## src/rtl/core/mnps_pkg.sv

```systemverilog
package mnps_pkg;

    // fixed field widths
    localparam int IDX_W = 10;
    localparam int CNT_W = 11;

    // operation codes
    localparam logic OP_LOAD  = 1'b0;
    localparam logic OP_QUERY = 1'b1;

    // scan sequencer states
    typedef enum logic [1:0] {
        ST_IDLE,
        ST_SCAN,
        ST_DRAIN
    } t_state;

    // status traveling with each entry through the distance pipeline
    typedef struct packed {
        logic vld;
        logic elig;
    } t_tag;

endpackage

```

## src/rtl/core/mnps_dist_unit.sv

```systemverilog
module mnps_dist_unit #(
    parameter int COORD_BITS = 16,
    parameter int AW         = 10
) (
    input  logic                      i_clk,
    input  logic                      i_rst_n,
    input  mnps_pkg::t_tag            i_tag,
    input  logic [AW-1:0]             i_index,
    input  logic [COORD_BITS-1:0]     i_pt_x,
    input  logic [COORD_BITS-1:0]     i_pt_y,
    input  logic [COORD_BITS-1:0]     i_pt_z,
    input  logic [COORD_BITS-1:0]     i_q_x,
    input  logic [COORD_BITS-1:0]     i_q_y,
    input  logic [COORD_BITS-1:0]     i_q_z,
    output mnps_pkg::t_tag            o_tag,
    output logic [AW-1:0]             o_index,
    output logic [2*COORD_BITS+1:0]   o_dist,
    output logic                      o_active
);
    import mnps_pkg::*;

    localparam int CB = COORD_BITS;
    localparam int DW = 2 * COORD_BITS + 2;

    logic [CB:0]     dx, dy, dz;
    logic [CB-1:0]   ax, ay, az;
    logic [2*CB-1:0] sq_x, sq_y, sq_z;

    t_tag            r_tag_b, r_tag_c, r_tag_d;
    logic [AW-1:0]   r_idx_b, r_idx_c, r_idx_d;
    logic [CB-1:0]   r_ax, r_ay, r_az;
    logic [2*CB-1:0] r_sq_x, r_sq_y, r_sq_z;
    logic [DW-1:0]   r_sum;

    // sign-extended differences and their magnitudes
    always_comb begin
        dx = {i_pt_x[CB-1], i_pt_x} - {i_q_x[CB-1], i_q_x};
        dy = {i_pt_y[CB-1], i_pt_y} - {i_q_y[CB-1], i_q_y};
        dz = {i_pt_z[CB-1], i_pt_z} - {i_q_z[CB-1], i_q_z};
        ax = dx[CB] ? CB'(~dx + 1'b1) : dx[CB-1:0];
        ay = dy[CB] ? CB'(~dy + 1'b1) : dy[CB-1:0];
        az = dz[CB] ? CB'(~dz + 1'b1) : dz[CB-1:0];
    end

    // squares of the magnitudes
    assign sq_x = r_ax * r_ax;
    assign sq_y = r_ay * r_ay;
    assign sq_z = r_az * r_az;

    // tag pipeline
    always_ff @(posedge i_clk) begin
        if (!i_rst_n) begin
            r_tag_b <= '0;
            r_tag_c <= '0;
            r_tag_d <= '0;
        end else begin
            r_tag_b <= i_tag;
            r_tag_c <= r_tag_b;
            r_tag_d <= r_tag_c;
        end
    end

    // data pipeline: magnitude, square, sum
    always_ff @(posedge i_clk) begin
        r_idx_b <= i_index;
        r_ax    <= ax;
        r_ay    <= ay;
        r_az    <= az;
        r_idx_c <= r_idx_b;
        r_sq_x  <= sq_x;
        r_sq_y  <= sq_y;
        r_sq_z  <= sq_z;
        r_idx_d <= r_idx_c;
        r_sum   <= DW'(r_sq_x) + DW'(r_sq_y) + DW'(r_sq_z);
    end

    assign o_tag    = r_tag_d;
    assign o_index  = r_idx_d;
    assign o_dist   = r_sum;
    assign o_active = r_tag_b.vld | r_tag_c.vld | r_tag_d.vld;

endmodule

```

## config.mk

```make
export PLATFORM = sky130hd
export DESIGN_NAME = mnps_dist_unit
export DESIGN_NICKNAME = d
export VERILOG_FILES = /design/src/rtl/core/mnps_pkg.sv /design/src/rtl/core/mnps_dist_unit.sv
export SDC_FILE = /design/constraint.sdc
export NUM_CORES = 2
export LEC_CHECK = 0
export ABC_AREA = 1
export BUFFER_PORTS_ARGS = -buffer_cell sky130_fd_sc_hd__clkbuf_2
export CORE_AREA = 2 2 273 275
export CTS_BUF_LIST = sky130_fd_sc_hd__clkbuf_8
export DETAILED_ROUTE_END_ITERATION = 12
export DIE_AREA = 0 0 275 277
export PLACE_DENSITY_LB_ADDON = 0.3
export SYNTH_ARGS = -nofsm -noshare
export SYNTH_HDL_FRONTEND = slang
export SYNTH_SLANG_ARGS = --single-unit
```

## constraint.sdc

```tcl
create_clock -name i_clk -period 7.7 [get_ports i_clk]
set_input_delay 1.54 -clock i_clk [delete_from_list [all_inputs] [get_ports i_clk]]
set_output_delay 1.54 -clock i_clk [all_outputs]
set_load 0.01 [all_outputs]
```

Word-level counts from Yosys, hierarchy flattened
Cells that the tools add are included.

Bits in registers: 214. Output and inout bits: 47. Word-level logic and storage cells: 35.

Add/sub/neg operators: 8. Multipliers: 3. Mux-type cells: 3. Bitwise logic cells: 5.

Operators by type and width (number): $mul A16 B16 Y32 (3); $sub A16 B16 Y17 (3); $add A16 B1 Y16 const B (3); $mux W16 (3); $not A16 Y16 (3); $add A33 B32 Y34 (1); $add A32 B32 Y33 (1); $or A1 B1 Y1 (2).

Longest topological paths before layout
Depth after elaboration: 4. Depth in mapped cells: 28. Depth with buffers taken out: 26.

Worst setup path after synthesis
OpenSTA, ideal clock, no wires.

Path kind: flip-flop to flip-flop. Start: register r_ax[13]. End: register r_sq_x[29]. Setup time: 0.112 ns. Data arrival time: 5.374 ns. Path slack: 2.214 ns. Cell stages (with the launch flop): 24. Path buffers: 2. Path through: dfxtp_1 -> clkbuf_1 -> clkbuf_1 -> nand2_1 -> fa_1 -> fa_1 -> inv_1 -> fa_1 -> fa_1 -> fa_1 -> inv_1 -> fa_1 -> inv_1 -> ha_1 -> nand2_1 -> inv_1 -> nand3_1 -> nor3_1 -> nand4_1 -> nand3_1 -> a21o_1 -> nand2_1 -> nand3_1 -> nand2_1.

Longest elaborated chain between the ends: 1.

Ends and longest elaborated chain: start: declaration (line mnps_dist_unit.sv:31) `logic [CB-1:0] r_ax, r_ay, r_az;`; start signal: assignment (line mnps_dist_unit.sv:66) `r_ax <= ax;`; $mul A16 B16 Y32 (line mnps_dist_unit.sv:46) `assign sq_x = r_ax * r_ax;`; named net sq_x[29] (line mnps_dist_unit.sv:27) `logic [2*CB-1:0] sq_x, sq_y, sq_z;`; end signal: assignment (line mnps_dist_unit.sv:70) `r_sq_x <= sq_x;`; end: declaration (line mnps_dist_unit.sv:32) `logic [2*CB-1:0] r_sq_x, r_sq_y, r_sq_z;`.

The timed path passes the listed nets, and every way through them passes these cells. A chain may end at the register's enable or synchronous reset.

Worst setup path in the final report
Start: register r_ax[13]. End: register r_sq_x[28].

Same word-level chain as after synthesis.

==> results <==
- On the final layout, the worst clock skew is approximately 53 ps.
- Registers take approximately 4200 um2.
- Across the run, the number of max-cap violations was 0.
- The horizontal die dimension is between 200 and 300 um.
- The most common library cell in the layout ignoring fill and taps is inv_1.
- The number of hold violations in the final report was 0.
- The HPWL after detailed placement is around 60000 um.
- CTS built an H-tree with a depth of 2.
- In the final timing run, aggregate negative setup slack is 0 ps.
- In this run the worst setup path begins at r_ax[13].
- The critical path's largest stage delay is between 800 and 900 ps.
- The worst-skew pair later-pin latency is just over 600 ps.
- The summed instance area of the synthesized netlist is between 30000 and 40000 um2.
- The sequential fraction of the synthesis area is 0.129.
- Walking the worst path, the cells encountered are nand2_1 -> fa_1 -> fa_1 -> inv_1 -> fa_1 -> fa_1 -> fa_1 -> inv_1 -> fa_1 -> inv_1 -> ha_1 -> a21oi_1 -> o21ai_0 -> a21oi_1 -> nand3_1 -> a21o_1 -> nand2_1 -> nand3_1 -> nand2_1 -> nand2_1.
- Measured in cells, the most critical reg-to-reg path has a length of 20.
- In this run the deepest clock path goes through 3 buffers.
- The slew of the pin with the lowest slew margin is 847 ps.
- The maximum fanout encountered on the critical timing path is 19.
- The complex-gate fraction of the synthesized area was 0.0536.
- The maximum clock rate is approximately 170 MHz.
- In this run the critical register-to-register path is launched from r_ax[13].
- The library cells used most frequently in the layout, excluding fill and tap cells, are inv_1, nand2_1, fa_1, ha_1, dfxtp_1.
- In the final layout, the multi-input gates occupy ~24000 um2.
- Counting both buffers and inverters, the worst setup path holds a total of 3.
- The most used cell along the critical path is fa_1.
- The worst setup path is captured at a register.
- At the worst endpoint, the arrival time is 6510 ps.
- The core area is between 70000 and 80000 um2.
- The count of TritonRoute iterations in the first routing pass is 6.
- The clock slew seen by the registers of the worst setup and hold paths is ~60 ps.
- The total count of max-transition violations in the final report is 0.
- The number of placement rows is 100.
- The number of nets still failing antenna checks after routing is 0.
- The mean area per synthesized cell is approximately 7.9 um2.
- The layout net count is 5238.
- Buffers inserted during clock tree synthesis total 42.
- The portion of netlist area occupied by mux cells is 0.
- The post-synthesis cell type with the largest combined area is fa_1.
- The first-pass GRT wire length is ~120000 um.
- The path length in cells of the critical path is 20.
- The critical path is of the reg -> reg type.
- The residual overflow from global routing is 0.
- The worst min-delay path class is reg -> reg.
- The top-level port count is about 160.
- The normalized max-slew margin is 0.435.
- The port buffer count is 156.
- The hold buffer count at CTS is 0.
- Gates resized during post-CTS repair numbered 0.
- The post-synthesis xor/xnor area fraction is 0.0530.
- In the routed design, unresolved DRC markers number 0.
- The run finished with clean final reports.
- Setup repair after global routing left no endpoint under its margin.
- In the routed layout, each cell is associated on average with a via count of 4.73.
- The post-CTS setup-driven buffer insertion count is 0.
- The total via count in the routed design is around 25000.
- The required time of the critical path is between 8000 and 9000 ps.
- Setup violations remaining at the end of the flow were counted as 0.
- The effective utilization at floorplan is 0.443.
- The register-to-register setup slack is 1680 ps.
- The endpoint of the most critical setup path is r_sq_x[28].
- The root buffer cell is clkbuf_8.
- The total global routing track utilization is 0.193.
- The share of synthesized area in the top cell type comes to 0.320.
- The worst setup path is launched from a register.
- The filler cells instantiated in the layout total about 7300.
- The clock period minus worst slack is 6020 ps.
- TritonCTS built the clock tree.
- The utilization after layout is 0.478.
- The main combinational cell family by area after synthesis is adder cells.
- The average routed wire per standard cell is 13.3 um.
- The congestion estimate from routability-driven global placement came to about 0.9.
- Final hold analysis gives a worst-case slack of around 320 ps.
- Counting every instance in the synthesized netlist gives roughly 4000.
- The total number of yosys warnings is 0.
- The total wirelength of the detailed-routed design is 69700 um.
- In the finished design, the share of the clock period the worst path needs comes to 0.782.
- Of the total synthesized cell area, the portion taken by full adders, half adders and majority gates is 0.466.
- On the critical path the largest part of the delay comes from adder cells.
- The endpoint of the worst-slack reg-to-reg timing path is r_sq_x[28].
- In the final layout, the share of cells above drive strength 1 is 0.0623.
- The slowest stage cell on the critical path is dfxtp_1.
- After synthesis, the cell types taking the most area are fa_1, ha_1, dfxtp_1.
- The number of violations reported at the end of detailed-routing iteration 0 is 1146.
- The layout overhead on the synthesized area is 7.80%.
- The initial antenna violation count was 1.
- The via count of the first global-routing pass was 25600.
- The number of different library cells in the post-synthesis netlist is 45.
- The number of clock sinks seen by CTS is approximately 210.
- The floorplan die area is about 76000 um2.
- Of the total synthesized cell area, the portion taken by AND, OR, NAND and NOR gates is 0.157.
- From bottom edge to top edge, the die measures 277 um.
- Entering global routing, the biggest net connects 20 pins.
- After synthesis the netlist holds a flip-flop and latch count of approximately 210.
## worst min-delay path by stage
| stage | from | to | slack, ps | cells past startpoint |
|---|---|---|---|---|
| 2_1_floorplan | r_idx_c[0] | o_index[0] | 310 | 0 |
| 3_3_place_gp | r_idx_b[7] | r_idx_c[7] | 310 | 0 |
| 3_5_place_dp | r_idx_b[9] | r_idx_c[9] | 310 | 0 |
| 4_1_cts | r_idx_b[9] | r_idx_c[9] | 330 | 0 |
| 5_1_grt | r_idx_b[9] | r_idx_c[9] | 330 | 0 |
| 6_report | r_idx_c[7] | o_index[7] | 320 | 0 |
## registers in the layout, indices dropped and copies added (netlist names)
| register | count |
|---|---|
| r_tag_c | 2 |
| r_idx_b | 10 |
| o_dist | 34 |
| r_sq_z | 31 |
| r_az | 16 |
| r_sq_y | 31 |
| r_tag_b | 2 |
| o_tag | 2 |
| r_ax | 16 |
| r_sq_x | 31 |
| o_index | 10 |
| r_idx_c | 10 |
| r_ay | 16 |
## kinds of logic after synthesis
kind of cell             after synthesis
AND/OR/NAND/NOR                     1272
buffers and inverters               1218
AO/OA/AOI/OAI                        316
XOR/XNOR                             191
other                                  1
flip-flops                           211
adder cells (fa/ha/maj)              903
## Yosys cell counts, drive strengths merged
| cell | instances |
|---|---|
| o21ai | 77 |
| nand3b | 6 |
| conb | 1 |
| o21bai | 17 |
| o211a | 1 |
| o211ai | 5 |
| or2 | 7 |
| a31o | 3 |
| nand4 | 19 |
| a211oi | 2 |
| fa | 521 |
| nand2 | 901 |
| nor4 | 3 |
| and2 | 4 |
| a21oi | 170 |
| buf | 4 |
| ha | 382 |
| a21boi | 5 |
| a31oi | 13 |
| nand3 | 111 |
| dfxtp | 211 |
| a21o | 15 |
| clkbuf | 88 |
| inv | 1126 |
| a2bb2oi | 1 |
| nor3 | 24 |
| or3 | 1 |
| o221a | 1 |
| o21a | 5 |
| o31ai | 1 |
| xor2 | 125 |
| nor2 | 196 |
| xnor2 | 66 |
## routing by layer
| layer | up-vias | routed length [um] | global-route usage |
|---|---|---|---|
| met1 | 11700 | 31100 | 0.255 |
| met5 | - | 0 | 0 |
| li1 | 12400 | - | - |
| met3 | 91 | 3260 | 0.0215 |
| met2 | 512 | 33500 | 0.331 |
| met4 | 0 | 1820 | 0.0571 |
## area by class of cell
| type | instances | area share |
|---|---|---|
| clock inverters | 28 | 0.00626 |
| clock buffers | 48 | 0.0188 |
| repair buffers | 159 | 0.0228 |
| multi-input cells | 2685 | 0.677 |
| diodes | 1 | 0.0000712 |
| inverters | 1126 | 0.120 |
| flip-flops and latches | 211 | 0.120 |
| well taps | 969 | 0.0345 |
## through the flow
stage / area [um2] / instances / setup slack [ps]
2_1_floorplan: 32600 / 4114 / 2210
3_3_place_gp: 34300 / 5150 / 1760
3_5_place_dp: 34300 / 5150 / 1720
4_1_cts: 35200 / 5226 / 1690
5_1_grt: 35200 / 5227 / 1260
6_report: 35200 / 5227 / 1680
Power is left out: the tool's default activity adds up to more than one toggle a clock period on the data nets, which glitch-free logic cannot reach.
